`config.mk`:
```
export PLATFORM = sky130hd
export DESIGN_NAME = tick_driven_calendar_clock_flat
export DESIGN_NICKNAME = d
export VERILOG_FILES = /design/src/sv/tdcc_pkg.sv /design/src/sv/tdcc_ifs.sv /design/src/sv/tick_driven_calendar_clock.sv /design/src/sv/tdcc_prescale.sv /design/src/sv/tdcc_calendar.sv /design/src/flat_wrapper.sv
export SDC_FILE = /design/constraint.sdc
export NUM_CORES = 1
export LEC_CHECK = 0
export ABC_CLOCK_PERIOD_IN_PS = 11600
export BUFFER_PORTS_ARGS = -buffer_cell sky130_fd_sc_hd__buf_4
export CAP_MARGIN = 25
export CORE_ASPECT_RATIO = 0.75
export CORE_MARGIN = 2
export CORE_UTILIZATION = 35
export CTS_CLUSTER_SIZE = 14
export DETAILED_ROUTE_END_ITERATION = 8
export SETUP_SLACK_MARGIN = 0.05
export SLEW_MARGIN = 20
export SYNTH_ARGS = -nofsm -noshare
export SYNTH_HDL_FRONTEND = slang
export SYNTH_SLANG_ARGS = --single-unit
```
`constraint.sdc`:
```
create_clock -name i_clk -period 11.6 [get_ports i_clk]
set_input_delay 2.9 -clock i_clk [delete_from_list [all_inputs] [get_ports i_clk]]
set_output_delay 2.9 -clock i_clk [all_outputs]
set_load 0.01 [all_outputs]
```
`src/sv/tdcc_pkg.sv`:
```
// Shared types, constants and the month-length function of the calendar clock.
`default_nettype none
package tdcc_pkg;

    localparam int CfgIndexW = 8;
    localparam int CfgDataW  = 8;
    localparam int SecW      = 6;
    localparam int MinW      = 6;
    localparam int HourW     = 5;
    localparam int DayW      = 5;
    localparam int MonW      = 4;
    localparam int YearW     = 14;

    // Configuration register indexes
    localparam logic [CfgIndexW-1:0] CfgTicksPerSub = CfgIndexW'(0);
    localparam logic [CfgIndexW-1:0] CfgSubsPerSec  = CfgIndexW'(1);

    localparam logic [CfgDataW-1:0] TicksPerSubRst = CfgDataW'(38);
    localparam logic [CfgDataW-1:0] SubsPerSecRst  = CfgDataW'(101);

    localparam logic [SecW-1:0]  SecLast  = SecW'(59);
    localparam logic [MinW-1:0]  MinLast  = MinW'(59);
    localparam logic [HourW-1:0] HourLast = HourW'(23);
    localparam logic [YearW-1:0] YearLast = YearW'(9999);
    localparam logic [DayW-1:0]  DayFirst = DayW'(1);

    localparam logic [MonW-1:0] MonJan = MonW'(1);
    localparam logic [MonW-1:0] MonFeb = MonW'(2);
    localparam logic [MonW-1:0] MonApr = MonW'(4);
    localparam logic [MonW-1:0] MonJun = MonW'(6);
    localparam logic [MonW-1:0] MonSep = MonW'(9);
    localparam logic [MonW-1:0] MonNov = MonW'(11);
    localparam logic [MonW-1:0] MonDec = MonW'(12);

    localparam logic [DayW-1:0] DaysLong  = DayW'(31);
    localparam logic [DayW-1:0] DaysShort = DayW'(30);
    localparam logic [DayW-1:0] DaysFeb   = DayW'(28);
    localparam logic [DayW-1:0] DaysLeap  = DayW'(29);

    typedef struct packed {
        logic [SecW-1:0]  seconds;
        logic [MinW-1:0]  minutes;
        logic [HourW-1:0] hours;
        logic [DayW-1:0]  day;
        logic [MonW-1:0]  month;
        logic [YearW-1:0] year;
    } t_cal;

    localparam t_cal CalRst = '{
        seconds: SecW'(55),
        minutes: MinW'(59),
        hours:   HourW'(23),
        day:     DayW'(31),
        month:   MonW'(12),
        year:    YearW'(2015)
    };

    typedef struct packed {
        logic sub_p;
        logic sec_p;
    } t_pre;

    typedef struct packed {
        logic sub_p;
        logic sec_p;
        logic day_p;
    } t_pulse;

    // Every year divisible by four is a leap year
    function automatic logic [DayW-1:0] days_in_month(input logic [MonW-1:0] m,
                                                      input logic [YearW-1:0] y);
        logic [DayW-1:0] d;
        d = DaysLong;
        case (m) inside
            MonFeb:                         d = (y[1:0] == 2'b00) ? DaysLeap : DaysFeb;
            MonApr, MonJun, MonSep, MonNov: d = DaysShort;
            default:                        d = DaysLong;
        endcase
        return d;
    endfunction

endpackage
`default_nettype wire

```
`src/sv/tdcc_ifs.sv`:
```
// Handshake channel interfaces: tick input, time result and configuration write.
`default_nettype none
interface tdcc_tick_if;
    logic valid;
    logic ready;
    logic tick;
    modport source (output valid, output tick, input ready);
    modport sink   (input valid, input tick, output ready);
endinterface

interface tdcc_time_if;
    logic                       valid;
    logic                       ready;
    logic [tdcc_pkg::SecW-1:0]  seconds;
    logic [tdcc_pkg::MinW-1:0]  minutes;
    logic [tdcc_pkg::HourW-1:0] hours;
    logic [tdcc_pkg::DayW-1:0]  day_of_month;
    logic [tdcc_pkg::MonW-1:0]  month_of_year;
    logic [tdcc_pkg::YearW-1:0] year_count;
    logic                       subsecond_pulse;
    logic                       second_pulse;
    logic                       day_pulse;
    modport source (output valid, output seconds, output minutes, output hours,
                    output day_of_month, output month_of_year, output year_count,
                    output subsecond_pulse, output second_pulse, output day_pulse,
                    input ready);
    modport sink   (input valid, input seconds, input minutes, input hours,
                    input day_of_month, input month_of_year, input year_count,
                    input subsecond_pulse, input second_pulse, input day_pulse,
                    output ready);
endinterface

interface tdcc_cfg_if;
    logic                           valid;
    logic                           ready;
    logic [tdcc_pkg::CfgIndexW-1:0] index;
    logic [tdcc_pkg::CfgDataW-1:0]  data;
    modport source (output valid, output index, output data, input ready);
    modport sink   (input valid, input index, input data, output ready);
endinterface
`default_nettype wire

```
`src/sv/tick_driven_calendar_clock.sv`:
```
// Top level of the tick-driven calendar clock with its result register.
// Each accepted item is one timer tick; the block answers it with one result item holding the
// time and date after that tick plus the sub-second, second and day pulses it caused. Items
// are taken one per clock cycle when not stalled: the counter and calendar update is settled
// in the cycle of acceptance and the result lands in a single output register, valid in the
// next cycle; input ready follows output ready while that register is full. Configuration
// writes to index 0 (ticks per sub-second) and index 1 (sub-seconds per second) are always
// taken; other indexes are dropped. After reset the clock reads 23:59:55 on 31 December 2015.
`default_nettype none
module tick_driven_calendar_clock (
    input  wire logic   i_clk,
    input  wire logic   i_rst_n,
    tdcc_tick_if.sink   i_tick_ch,
    tdcc_cfg_if.sink    i_cfg,
    tdcc_time_if.source o_time
);
    logic [tdcc_pkg::CfgDataW-1:0] r_ticks_per_sub;
    logic [tdcc_pkg::CfgDataW-1:0] r_subs_per_sec;
    logic                          r_out_valid;
    tdcc_pkg::t_cal                r_res_cal;
    tdcc_pkg::t_pulse              r_res_pulse;

    logic           in_acc;
    logic           adv;
    tdcc_pkg::t_pre pre;
    tdcc_pkg::t_cal cal;
    logic           day_p;

    assign i_tick_ch.ready = !r_out_valid || o_time.ready;
    assign in_acc          = i_tick_ch.valid && i_tick_ch.ready;
    assign adv             = in_acc && i_tick_ch.tick;
    assign i_cfg.ready     = 1'b1;

    always_ff @(posedge i_clk) begin
        if (!i_rst_n) begin
            r_ticks_per_sub <= tdcc_pkg::TicksPerSubRst;
            r_subs_per_sec  <= tdcc_pkg::SubsPerSecRst;
        end else if (i_cfg.valid) begin
            unique case (i_cfg.index)
                tdcc_pkg::CfgTicksPerSub: r_ticks_per_sub <= i_cfg.data;
                tdcc_pkg::CfgSubsPerSec:  r_subs_per_sec  <= i_cfg.data;
                default: ;
            endcase
        end
    end

    tdcc_prescale u_prescale (
        .i_clk           (i_clk),
        .i_rst_n         (i_rst_n),
        .i_adv           (adv),
        .i_ticks_per_sub (r_ticks_per_sub),
        .i_subs_per_sec  (r_subs_per_sec),
        .o_pre           (pre)
    );

    tdcc_calendar u_calendar (
        .i_clk   (i_clk),
        .i_rst_n (i_rst_n),
        .i_step  (pre.sec_p),
        .o_cal   (cal),
        .o_day_p (day_p)
    );

    always_ff @(posedge i_clk) begin
        if (!i_rst_n) begin
            r_out_valid <= 1'b0;
        end else if (in_acc) begin
            r_out_valid <= 1'b1;
        end else if (o_time.ready) begin
            r_out_valid <= 1'b0;
        end
    end

    // Payload: capture the state after this item
    always_ff @(posedge i_clk) begin
        if (in_acc) begin
            r_res_cal   <= cal;
            r_res_pulse <= '{sub_p: pre.sub_p, sec_p: pre.sec_p, day_p: day_p};
        end
    end

    assign o_time.valid           = r_out_valid;
    assign o_time.seconds         = r_res_cal.seconds;
    assign o_time.minutes         = r_res_cal.minutes;
    assign o_time.hours           = r_res_cal.hours;
    assign o_time.day_of_month    = r_res_cal.day;
    assign o_time.month_of_year   = r_res_cal.month;
    assign o_time.year_count      = r_res_cal.year;
    assign o_time.subsecond_pulse = r_res_pulse.sub_p;
    assign o_time.second_pulse    = r_res_pulse.sec_p;
    assign o_time.day_pulse       = r_res_pulse.day_p;

`ifndef SYNTHESIS
    a_result_follows: assert property (@(posedge i_clk) disable iff (!i_rst_n)
        in_acc |=> o_time.valid)
        else $error("no result after an accepted item");

    a_pulse_chain: assert property (@(posedge i_clk) disable iff (!i_rst_n)
        o_time.valid |-> ((!o_time.day_pulse || o_time.second_pulse)
                          && (!o_time.second_pulse || o_time.subsecond_pulse)))
        else $error("pulse without the pulse below it");

    a_second_wraps: assert property (@(posedge i_clk) disable iff (!i_rst_n)
        (o_time.valid && o_time.day_pulse) |-> (o_time.seconds == '0
            && o_time.minutes == '0 && o_time.hours == '0))
        else $error("day advanced but time of day is not midnight");

    a_no_drop: assert property (@(posedge i_clk) disable iff (!i_rst_n)
        (o_time.valid && !o_time.ready) |-> !i_tick_ch.ready)
        else $error("item accepted while result is stalled");
`endif
endmodule
`default_nettype wire

```
`src/sv/tdcc_prescale.sv`:
```
// Tick prescaler and sub-second counter with their wrap pulses.
`default_nettype none
module tdcc_prescale (
    input  wire logic                          i_clk,
    input  wire logic                          i_rst_n,
    input  wire logic                          i_adv,
    input  wire logic [tdcc_pkg::CfgDataW-1:0] i_ticks_per_sub,
    input  wire logic [tdcc_pkg::CfgDataW-1:0] i_subs_per_sec,
    output tdcc_pkg::t_pre                     o_pre
);
    logic [tdcc_pkg::CfgDataW-1:0] r_tick_prescale, n_tick_prescale;
    logic [tdcc_pkg::CfgDataW-1:0] r_subsecond_count, n_subsecond_count;
    logic                          sub_wrap, sec_wrap;

    // Wrap when count + 1 reaches the limit; a zero limit wraps every step
    assign sub_wrap = ({1'b0, r_tick_prescale} + 9'd1) >= {1'b0, i_ticks_per_sub};
    assign sec_wrap = ({1'b0, r_subsecond_count} + 9'd1) >= {1'b0, i_subs_per_sec};

    always_comb begin
        n_tick_prescale   = r_tick_prescale;
        n_subsecond_count = r_subsecond_count;
        o_pre             = '0;
        if (i_adv) begin
            if (sub_wrap) begin
                n_tick_prescale = '0;
                o_pre.sub_p     = 1'b1;
                if (sec_wrap) begin
                    n_subsecond_count = '0;
                    o_pre.sec_p       = 1'b1;
                end else begin
                    n_subsecond_count = r_subsecond_count + 1'b1;
                end
            end else begin
                n_tick_prescale = r_tick_prescale + 1'b1;
            end
        end
    end

    always_ff @(posedge i_clk) begin
        if (!i_rst_n) begin
            r_tick_prescale   <= '0;
            r_subsecond_count <= '0;
        end else begin
            r_tick_prescale   <= n_tick_prescale;
            r_subsecond_count <= n_subsecond_count;
        end
    end
endmodule
`default_nettype wire

```
`src/sv/tdcc_calendar.sv`:
```
// Seconds, minutes, hours, day, month and year cascade.
`default_nettype none
module tdcc_calendar (
    input  wire logic      i_clk,
    input  wire logic      i_rst_n,
    input  wire logic      i_step,
    output tdcc_pkg::t_cal o_cal,
    output logic           o_day_p
);
    tdcc_pkg::t_cal r_cal, n_cal;

    always_comb begin
        n_cal   = r_cal;
        o_day_p = 1'b0;
        if (i_step) begin
            if (r_cal.seconds != tdcc_pkg::SecLast) begin
                n_cal.seconds = r_cal.seconds + 1'b1;
            end else begin
                n_cal.seconds = '0;
                if (r_cal.minutes != tdcc_pkg::MinLast) begin
                    n_cal.minutes = r_cal.minutes + 1'b1;
                end else begin
                    n_cal.minutes = '0;
                    if (r_cal.hours != tdcc_pkg::HourLast) begin
                        n_cal.hours = r_cal.hours + 1'b1;
                    end else begin
                        n_cal.hours = '0;
                        o_day_p     = 1'b1;
                        if (r_cal.day >= tdcc_pkg::days_in_month(r_cal.month, r_cal.year)) begin
                            n_cal.day = tdcc_pkg::DayFirst;
                            if (r_cal.month == tdcc_pkg::MonDec) begin
                                n_cal.month = tdcc_pkg::MonJan;
                                n_cal.year  = (r_cal.year == tdcc_pkg::YearLast) ? '0
                                                                                  : r_cal.year + 1'b1;
                            end else begin
                                n_cal.month = r_cal.month + 1'b1;
                            end
                        end else begin
                            n_cal.day = r_cal.day + 1'b1;
                        end
                    end
                end
            end
        end
    end

    assign o_cal = n_cal;

    always_ff @(posedge i_clk) begin
        if (!i_rst_n) begin
            r_cal <= tdcc_pkg::CalRst;
        end else begin
            r_cal <= n_cal;
        end
    end
endmodule
`default_nettype wire

```
`src/flat_wrapper.sv`:
```
// flat-port wrapper written by rule: the top's interface ports become plain ports
module tick_driven_calendar_clock_flat 
  (i_clk, i_rst_n, i_tick_ch_valid, i_tick_ch_tick, i_tick_ch_ready, i_cfg_valid, i_cfg_index, i_cfg_data, i_cfg_ready, o_time_valid, o_time_seconds, o_time_minutes, o_time_hours, o_time_day_of_month, o_time_month_of_year, o_time_year_count, o_time_subsecond_pulse, o_time_second_pulse, o_time_day_pulse, o_time_ready);
  tdcc_tick_if i_tick_ch_i ();
  tdcc_cfg_if i_cfg_i ();
  tdcc_time_if o_time_i ();
  input  wire logic i_clk;
  input  wire logic i_rst_n;
  input wire logic [$bits(i_tick_ch_i.valid)-1:0] i_tick_ch_valid;
  input wire logic [$bits(i_tick_ch_i.tick)-1:0] i_tick_ch_tick;
  output wire logic [$bits(i_tick_ch_i.ready)-1:0] i_tick_ch_ready;
  input wire logic [$bits(i_cfg_i.valid)-1:0] i_cfg_valid;
  input wire logic [$bits(i_cfg_i.index)-1:0] i_cfg_index;
  input wire logic [$bits(i_cfg_i.data)-1:0] i_cfg_data;
  output wire logic [$bits(i_cfg_i.ready)-1:0] i_cfg_ready;
  output wire logic [$bits(o_time_i.valid)-1:0] o_time_valid;
  output wire logic [$bits(o_time_i.seconds)-1:0] o_time_seconds;
  output wire logic [$bits(o_time_i.minutes)-1:0] o_time_minutes;
  output wire logic [$bits(o_time_i.hours)-1:0] o_time_hours;
  output wire logic [$bits(o_time_i.day_of_month)-1:0] o_time_day_of_month;
  output wire logic [$bits(o_time_i.month_of_year)-1:0] o_time_month_of_year;
  output wire logic [$bits(o_time_i.year_count)-1:0] o_time_year_count;
  output wire logic [$bits(o_time_i.subsecond_pulse)-1:0] o_time_subsecond_pulse;
  output wire logic [$bits(o_time_i.second_pulse)-1:0] o_time_second_pulse;
  output wire logic [$bits(o_time_i.day_pulse)-1:0] o_time_day_pulse;
  input wire logic [$bits(o_time_i.ready)-1:0] o_time_ready;
  assign i_tick_ch_i.valid = i_tick_ch_valid;
  assign i_tick_ch_i.tick = i_tick_ch_tick;
  assign i_tick_ch_ready = i_tick_ch_i.ready;
  assign i_cfg_i.valid = i_cfg_valid;
  assign i_cfg_i.index = i_cfg_index;
  assign i_cfg_i.data = i_cfg_data;
  assign i_cfg_ready = i_cfg_i.ready;
  assign o_time_valid = o_time_i.valid;
  assign o_time_seconds = o_time_i.seconds;
  assign o_time_minutes = o_time_i.minutes;
  assign o_time_hours = o_time_i.hours;
  assign o_time_day_of_month = o_time_i.day_of_month;
  assign o_time_month_of_year = o_time_i.month_of_year;
  assign o_time_year_count = o_time_i.year_count;
  assign o_time_subsecond_pulse = o_time_i.subsecond_pulse;
  assign o_time_second_pulse = o_time_i.second_pulse;
  assign o_time_day_pulse = o_time_i.day_pulse;
  assign o_time_i.ready = o_time_ready;
  tick_driven_calendar_clock u_core (.i_clk(i_clk), .i_rst_n(i_rst_n), .i_tick_ch(i_tick_ch_i), .i_cfg(i_cfg_i), .o_time(o_time_i));
endmodule
```
======== Word-level counts from Yosys, hierarchy flattened ========
Cells that the tools add are included.
cells by class
  add/subtract/negate cells ............... 10
  magnitude comparators ................... 3
  equality and inequality tests ........... 11
  reduce and logical (&&, ||, !) cells .... 12
  mux-type cells .......................... 27
  bitwise gates (word level) .............. 1
operators with widths
  kind                                            count
  2-to-1 mux 40 bit                               1
  2-to-1 mux 34 bit                               1
  2-to-1 mux 5 bit                                6
  2-to-1 mux 14 bit                               2
  2-to-1 mux 28 bit                               1
  2-to-1 mux 23 bit                               1
  adder 8 x 1 -> 9 bit (second input constant)    2
  >= comparator 9 x 8 -> 1 bit                    2
  2-to-1 mux 18 bit                               1
  adder 8 x 1 -> 8 bit (second input constant)    2
  2-to-1 mux 8 bit                                2
  adder 14 x 1 -> 14 bit (second input constant)  1
  == test 14 bit (second input constant)          1
  adder 6 x 1 -> 6 bit (second input constant)    2
  == test 4 bit (second input constant)           3
  2-to-1 mux 6 bit                                2
  != test 6 bit (second input constant)           2
  adder 5 x 1 -> 5 bit (second input constant)    2
  == test 4 x 3 -> 1 bit (second input constant)  2
  == test 8 x 1 -> 1 bit (second input constant)  1
  zero test 8 bit                                 1
  2-to-1 mux 1 bit                                7
  AND reduction 2 bit                             3
  >= comparator 5 bit                             1
  other kinds (13)                                15
storage, ports and cells
  flip-flop bits (word level) ............. 116
  output and inout port bits .............. 46

======== Depth between registers and ports, before layout ========
Gate-level depths: netlist of the first run.
  depth after elaboration ................. 14
  gate-level depth with buffers ........... 15
  gate-level depth less buffers ........... 13

======== By module ========
Synthesis of the first run repeated with hierarchy kept, for this count alone.
second synthesis, totals
  cells, all modules ...................... 589
  area total of the unflattened synthesis .. 5770.5 sq um
modules (own cells, without submodules)
  module                      area each (sq um)  sequential area each (sq um)  times used  cells an instance
  tdcc_calendar               2359.8             800.8                         1           292
  tick_driven_calendar_clock  2031.9             1631.6                        1           122
  tdcc_prescale               1378.8             320.3                         1           175

======== Least setup slack after synthesis of the first run ========
OpenSTA, ideal clock, no wires.
  path kind ............................... input port to flip-flop
  start point ............................. input port o_time_ready
  end point ............................... register u_core.r_res_cal (netlist bit u_core.o_time.month_of_year[2]), data pin
  stages .................................. 8
  arrival time ............................ 5730 ps
  slack ................................... 5598 ps
  cell sequence ........................... nand2b_1 > and2_1 > nand2_1 > or3_1 > buf_2 > clkbuf_1 > o31ai_1 > o21ai_0
RTL lines
  what                    RTL line                          RTL
  start: declaration      flat_wrapper.sv:26                input wire logic [$bits(o_time_i.ready)-1:0] o_time_ready;
  end signal: assignment  tick_driven_calendar_clock.sv:77  r_res_cal <= cal;
  end: declaration        tick_driven_calendar_clock.sv:20  tdcc_pkg::t_cal r_res_cal;

======== Final worst setup path of the first run ========
  start point ............................. input port o_time_ready
  end point ............................... output port i_tick_ch_ready
between the ends
  cells in the longest elaborated chain, start to end .. 1
ends and longest elaborated chain
  what              RTL line                          RTL
  logical OR 1 bit  tick_driven_calendar_clock.sv:29  assign i_tick_ch.ready = !r_out_valid || o_time.ready;
  end: declaration  flat_wrapper.sv:11                output wire logic [$bits(i_tick_ch_i.ready)-1:0] i_tick_ch_ready;
No other way between the ends.

==> impl_metrics.tcl, run 1 <==
set metrics [dict create \
    status "completed" \
    ys_warn_count 0 \
    synth_top_cell_by_area "dfxtp_1" \
    synth_nets 665 \
    antennaDiodeCount 0 \
    hold_violations 0 \
    critical_path_buf_inv_count 2 \
    synthArstFlopShare 0 \
    cts_root_buf "clkbuf_16" \
    grt_overflow 0 \
    seq_power_share 0.437 \
    worst-setup-path-type "in2out" \
    power.density_nw_per_um2 136 \
    vias 4927 \
    place.port_buffers 66 \
    path_max_fanout 4 \
    combPwrFrac 0.028 \
    dp.cells 864 \
    dpl.hpwl_mm 9.89 \
    fmax_mhz 160 \
    num_io_pins 68 \
    slew_violations 0 \
    setup_slack_ns 5.36 \
    first_iter_violations 382 \
    routedWlPerCell_um 16.2 \
    max_slew_margin 0.377 \
    synth_cell_types 58 \
    cts_hold_buf 0 \
    num_rows 40 \
    end_kind "output pin" \
    ir_drop_v 0.0000686 \
    ctsResizeCount 0 \
    yosysSeqAreaShare 0.469 \
    grt_pass1_wl_mm 23.8 \
    globalRouteTotalUtil 0.168 \
    worst_path_most_repeated_cell "buf_4" \
    start_util 0.362 \
    die-area_um2 17800 \
    grt_pass1_vias 4769 \
    dp_slack_ns 5.36 \
    setup_viol_count_final 0 \
    cts_made_buffers 17 \
    fp.dieH_um 116 \
    drive_gt1_frac 0.176 \
    clock-sinks 116 \
    area_growth_pct 22.1 \
    postCtsSetupRepairBufs 0 \
    synth_most_common_cell "dfxtp_1" \
    via_per_inst 5.50 \
    dr.pass1.iters 5 \
    p_leak_nw 2.72 \
    layout.cells.non_filler 896 \
    grt_max_degree 44 \
    synthesis.area_um2 5870 \
    core_area_um2 16200 \
    cp_slowest_cell "nand2b_1" \
    power.share.switching 0.202 \
    power.share.clock 0.536 \
    stdcell_area_um2 7170 \
    place_area_um2 6570 \
    cts_tree "done" \
    cp_top_family "buffers and inverters" \
    htreeDepth 4 \
    syn_inst 613 \
    period_needed_ns 6.24 \
    synth_edf_count 43 \
    synth.area.top_cells "dfxtp_1 (25%), edfxtp_1 (22%), ha_1 (6.4%)" \
    p_sw_mw 0.197 \
    max-cap-violations 0 \
    ys_ff_latch 116 \
    fin_nets 725 \
    cp.required_ns 8.70 \
    synth_top_area_frac 0.249 \
    setup-tns-final_ns 0 \
    gp_congestion 0.815 \
    total_power_mw 0.976 \
    clock_latency_ns 0.43 \
    min_path_type "reg2reg" \
    ant_nets 0 \
    clk_path_buf_depth 2 \
    worst_pin_slew_ns 0.932 \
    cp_cell_sequence "buf_4, nand2b_1, buf_4" \
    ys_dominant_reg_cell "dfxtp_1" \
    antenna_found_initial 0 \
    die_w_um 154 \
    max_stage_delay_ns 0.18 \
    internal_power_mw 0.779 \
    rsz0062_at_grt "false" \
    critPathLaunchType "input port" \
    wl_mm 14.5 \
    fillers 1552 \
    arrival_ns 3.34 \
    clk_pin_slew_ns 0.05 \
    min_period_over_period 0.538 \
    drcViolationCount 0 \
    finClkSkew_ns 0.00880 \
    post_synth.cell_area_avg_um2 9.58 \
    synth.top_cells.by_count "dfxtp_1 (73), nand2_1 (54), nor2_1 (47)" \
]
## flip-flops by register name, summed over array words and instances (netlist names)
signal and cells:
u_core.u_calendar.r_cal 40, u_core.o_time.year_count 14, u_core.r_subs_per_sec 8, u_core.r_ticks_per_sub 8
u_core.u_prescale.r_subsecond_count 8, u_core.u_prescale.r_tick_prescale 8, u_core.o_time.minutes 6, u_core.o_time.seconds 6
u_core.o_time.day_of_month 5, u_core.o_time.hours 5, u_core.o_time.month_of_year 4, u_core.o_time.day_pulse 1
u_core.o_time.second_pulse 1, u_core.o_time.subsecond_pulse 1, u_core.o_time.valid 1
## cell families (layout without fill, tap and decap cells)
kind of cell	Yosys count	count (layout)	share of synthesized area
AOI/OAI and AO/OA	137	137	0.159
xor gates and xnor gates	21	21	0.0313
adders and majority gates	30	30	0.0639
buffers and inverters	60	133	0.0403
DFF	116	116	0.469
muxes	18	18	0.0313
other	1	1	0.000639
and+or+nand+nor	230	230	0.204
## routing by layer
| layer | global-route usage | vias up | part of all wire |
|---|---|---|---|
| met5 | 0 | - | 0 |
| met4 | 0.0691 | 0 | 0.017 |
| met3 | 0.0490 | 25 | 0.056 |
| met2 | 0.260 | 141 | 0.45 |
| met1 | 0.222 | 2359 | 0.48 |
| li1 | - | 2402 | - |
## cells in the final DEF (no fill, tap or decap), drive strengths merged, types with 23 or more instances in the layout
cell type | Yosys | layout
a21oi | 24 | 24
buf | 13 | 71
clkbuf | 17 | 23
dfxtp | 73 | 73
edfxtp | 43 | 43
ha | 30 | 30
inv | 30 | 31
nand2 | 55 | 55
nand3 | 35 | 35
nor2 | 47 | 47
o21ai | 29 | 29
o31ai | 30 | 30
## tightest hold or removal path, cell delays in order (launching register included)
cell and delay (ns):
dfxtp_1 0.33, mux2i_1 0.07, nand2_1 0.05
## final timing paths
kind	start	end	slack, ns	cells past startpoint
worst max-delay path	o_time_ready	i_tick_ch_ready	5.36	3
worst min-delay path	u_core.r_subs_per_sec[0]$_SDFFE_PN1P_	u_core.r_subs_per_sec[0]$_SDFFE_PN1P_	0.48	2
worst max register to register	u_core.u_prescale.r_subsecond_count[0]$_SDFFE_PN0P_	u_core.o_time.year_count[6]$_DFFE_PP_	7.28	11
worst min register to register	u_core.r_subs_per_sec[0]$_SDFFE_PN1P_	u_core.r_subs_per_sec[0]$_SDFFE_PN1P_	0.48	2
## final cells by class
| cell class | count | area [um2] | area share |
|---|---|---|---|
| clock inverter | 9 | 97.6 | 0.0136 |
| tap | 210 | 263 | 0.0367 |
| clock buffer | 23 | 499 | 0.0696 |
| sequential | 116 | 2750 | 0.384 |
| timing repair buffer | 71 | 553 | 0.0772 |
| inverter | 30 | 113 | 0.0157 |
| multi-input combinational | 437 | 2890 | 0.403 |
## power groups by stage
stage	sequential, mW	clock (mW)	combinational (mW)
after global routing	0.426	0.547	0.0297
after floorplan	0.435	0	0.0106
after CTS	0.426	0.530	0.0277
final	0.426	0.523	0.0273
after detailed placement	0.434	0	0.0275
after global placement	0.434	0	0.0253
## per-stage QoR
step            util  hold WS, ns
6_report       0.442        0.478
5_1_grt        0.442        0.508
4_1_cts        0.442        0.483
3_5_place_dp   0.405        0.471
3_3_place_gp   0.404        0.459
2_1_floorplan      -        0.445
(Power assumes the default switching activity.)
==> run 2: changes to the inputs <==
--- a/config.mk
+++ b/config.mk
@@ -5,7 +5,7 @@
 export SDC_FILE = /design/constraint.sdc
 export NUM_CORES = 1
 export LEC_CHECK = 0
-export ABC_CLOCK_PERIOD_IN_PS = 11600
+export ABC_CLOCK_PERIOD_IN_PS = 5650
 export BUFFER_PORTS_ARGS = -buffer_cell sky130_fd_sc_hd__buf_4
 export CAP_MARGIN = 25
 export CORE_ASPECT_RATIO = 0.75
==> constraint.sdc (replaced) <==
create_clock -name i_clk -period 5.65 [get_ports i_clk]
set_input_delay 1.4125 -clock i_clk [delete_from_list [all_inputs] [get_ports i_clk]]
set_output_delay 1.4125 -clock i_clk [all_outputs]
set_load 0.01 [all_outputs]
==> run 2 against run 1 <==
Effect of this change:
- sequential power is 110% higher
- global-route usage is 0.71 points lower
- die area stayed put
- critical path type is now reg2reg
- critical endpoint is now u_core.u_calendar.r_cal[19]$_SDFF_PN1_
- highest routed layer unchanged
- non-clock buffer count is 1 higher
- largest cell class unchanged
- combinational power is 96% higher
- routed wire length is 3.3% lower
- critical path depth is 8 higher
- register-to-register slack worse by 5.7 ns
- hold slack worse by 0.0066 ns
- final cell count is 0.11% higher
- worst setup slack worse by 3.8 ns
==> impl_metrics.tcl, run 2 (synthesis gave the netlist of run 1 again) <==
set metrics [dict create \
    cp_slowest_cell "o21ai_2" \
    grt_max_degree 48 \
    arrival_ns 4.33 \
    p_leak_nw 2.68 \
    slew_violations 0 \
    place_area_um2 6550 \
    cts_tree "done" \
    fin_nets 726 \
    postCtsSetupRepairBufs 0 \
    cp_cell_sequence "ha_1, and3_1, and3_1, xnor2_1, ha_1, and4_1, o21ai_1, o221a_2, o21ai_2, nand2_1, o311ai_0" \
    grt_pass1_vias 4535 \
    drive_gt1_frac 0.170 \
    cts_root_buf "clkbuf_16" \
    path_max_fanout 23 \
    fillers 1541 \
    core_area_um2 16200 \
    layout.cells.non_filler 897 \
    grt_overflow 0 \
    dpl.hpwl_mm 9.67 \
    min_path_cells 2 \
    hold_violations 0 \
    ant_nets 0 \
    area_growth_pct 20.6 \
    clock_latency_ns 0.41 \
    grt_pass1_wl_mm 22.9 \
    hold_start "u_core.r_subs_per_sec[5]$_SDFFE_PN1P_" \
    num_rows 40 \
    fin_util 0.437 \
    antenna_found_initial 0 \
    r2r-start "u_core.u_prescale.r_subsecond_count[0]$_SDFFE_PN0P_" \
    place.port_buffers 66 \
    clk_pin_slew_ns 0.05 \
    dp.cells 864 \
    clk_path_buf_depth 2 \
    r2r_slack_ns 1.60 \
    max-cap-violations 0 \
    dr.pass1.iters 5 \
    min_to "u_core.r_subs_per_sec[5]$_SDFFE_PN1P_" \
    setup_viol_count_final 0 \
    r2r_cells 11 \
    vias 4868 \
    first_iter_violations 414 \
    cts_made_buffers 17 \
    drcViolationCount 0 \
    critPathLaunchType "register" \
    finClkSkew_ns 0.00903 \
    max_slew_margin 0.336 \
    max_stage_delay_ns 0.78 \
    antennaDiodeCount 0 \
    seqCellArea_um2 2750 \
    fp.dieH_um 116 \
    start_util 0.362 \
    end_kind "register" \
    ir_drop_v 0.000106 \
    die-area_um2 17800 \
    status "completed" \
    multi_input_area_um2 2890 \
    die_w_um 154 \
    rsz0062_at_grt "false" \
    final_cell_mix "dfxtp_1 (73), buf_4 (71), nand2_1 (54)" \
    routedWlPerCell_um 15.7 \
    power.density_nw_per_um2 266 \
    setup-tns-final_ns 0 \
    final_common_cell "dfxtp_1" \
    hold_slack_ns 0.472 \
    cp.required_ns 5.92 \
    via_per_inst 5.43 \
    largest_reg_flops 40 \
    num_io_pins 68 \
    min_path_type "reg2reg" \
    clock-sinks 116 \
    wl_mm 14.1 \
    cts_hold_buf 0 \
    globalRouteTotalUtil 0.161 \
    rr_endpoint "u_core.u_calendar.r_cal[19]$_SDFF_PN1_" \
    htreeDepth 4 \
    min_period_over_period 0.717 \
    fmax_mhz 247 \
    gp_congestion 0.861 \
    startpoint "u_core.u_prescale.r_subsecond_count[0]$_SDFFE_PN0P_" \
    period_needed_ns 4.05 \
    worst_pin_slew_ns 0.996 \
    ctsResizeCount 0 \
    stdcell_area_um2 7080 \
    worst-setup-path-type "reg2reg" \
    regMostFlops "u_core.u_calendar.r_cal" \
]
[run 2: final cells by class]
type | count | area share
flip-flops and latches | 116 | 0.389
repair buffers | 72 | 0.0760
inverters | 30 | 0.0159
clock inverters | 8 | 0.00884
multi-input cells | 437 | 0.408
well taps | 210 | 0.0371
clock buffers | 24 | 0.0652
[run 2: worst max path at each step]
stage	to	slack, ns	cells past startpoint
floorplan	u_core.o_time.month_of_year[2]$_DFFE_PP_	1.14	8
global placement	u_core.o_time.seconds[0]$_DFFE_PP_	1.85	11
detailed placement	u_core.o_time.seconds[5]$_DFFE_PP_	1.70	11
CTS	u_core.o_time.seconds[5]$_DFFE_PP_	1.60	11
global route	u_core.u_calendar.r_cal[19]$_SDFF_PN1_	1.30	11
finish	u_core.u_calendar.r_cal[19]$_SDFF_PN1_	1.60	11
[run 2: layer usage]
layer / GRT usage / vias up / routed length [um]
met2: 0.238 / 146 / 6040
met1: 0.228 / 2306 / 6990
met4: 0.0489 / 0 / 163
met3: 0.0475 / 14 / 865
li1: - / 2402 / -
met5: 0 / - / 0
[run 2: worst max-delay path: cells and delay by family, from the launching register on]
kind / cells / cell delay [ns]
flops: 1 / 0.41
xor+xnor: 1 / 0.09
compound gates: 4 / 1.68
simple gates: 4 / 1.19
fa+ha+maj: 2 / 0.55
[run 2: where the power goes]
group          total (mW)  internal, mW  switching, mW
Sequential          0.875         0.873        0.00236
Combinational      0.0536        0.0208         0.0329
Clock               0.954         0.607          0.347
[run 2: metrics by stage]
stage | total power [mW] | setup WS [ns]
after floorplan | 0.916 | 1.14
after global placement | 0.944 | 1.85
after detailed placement | 0.946 | 1.70
after CTS | 1.91 | 1.60
after global routing | 1.95 | 1.30
final | 1.88 | 1.60
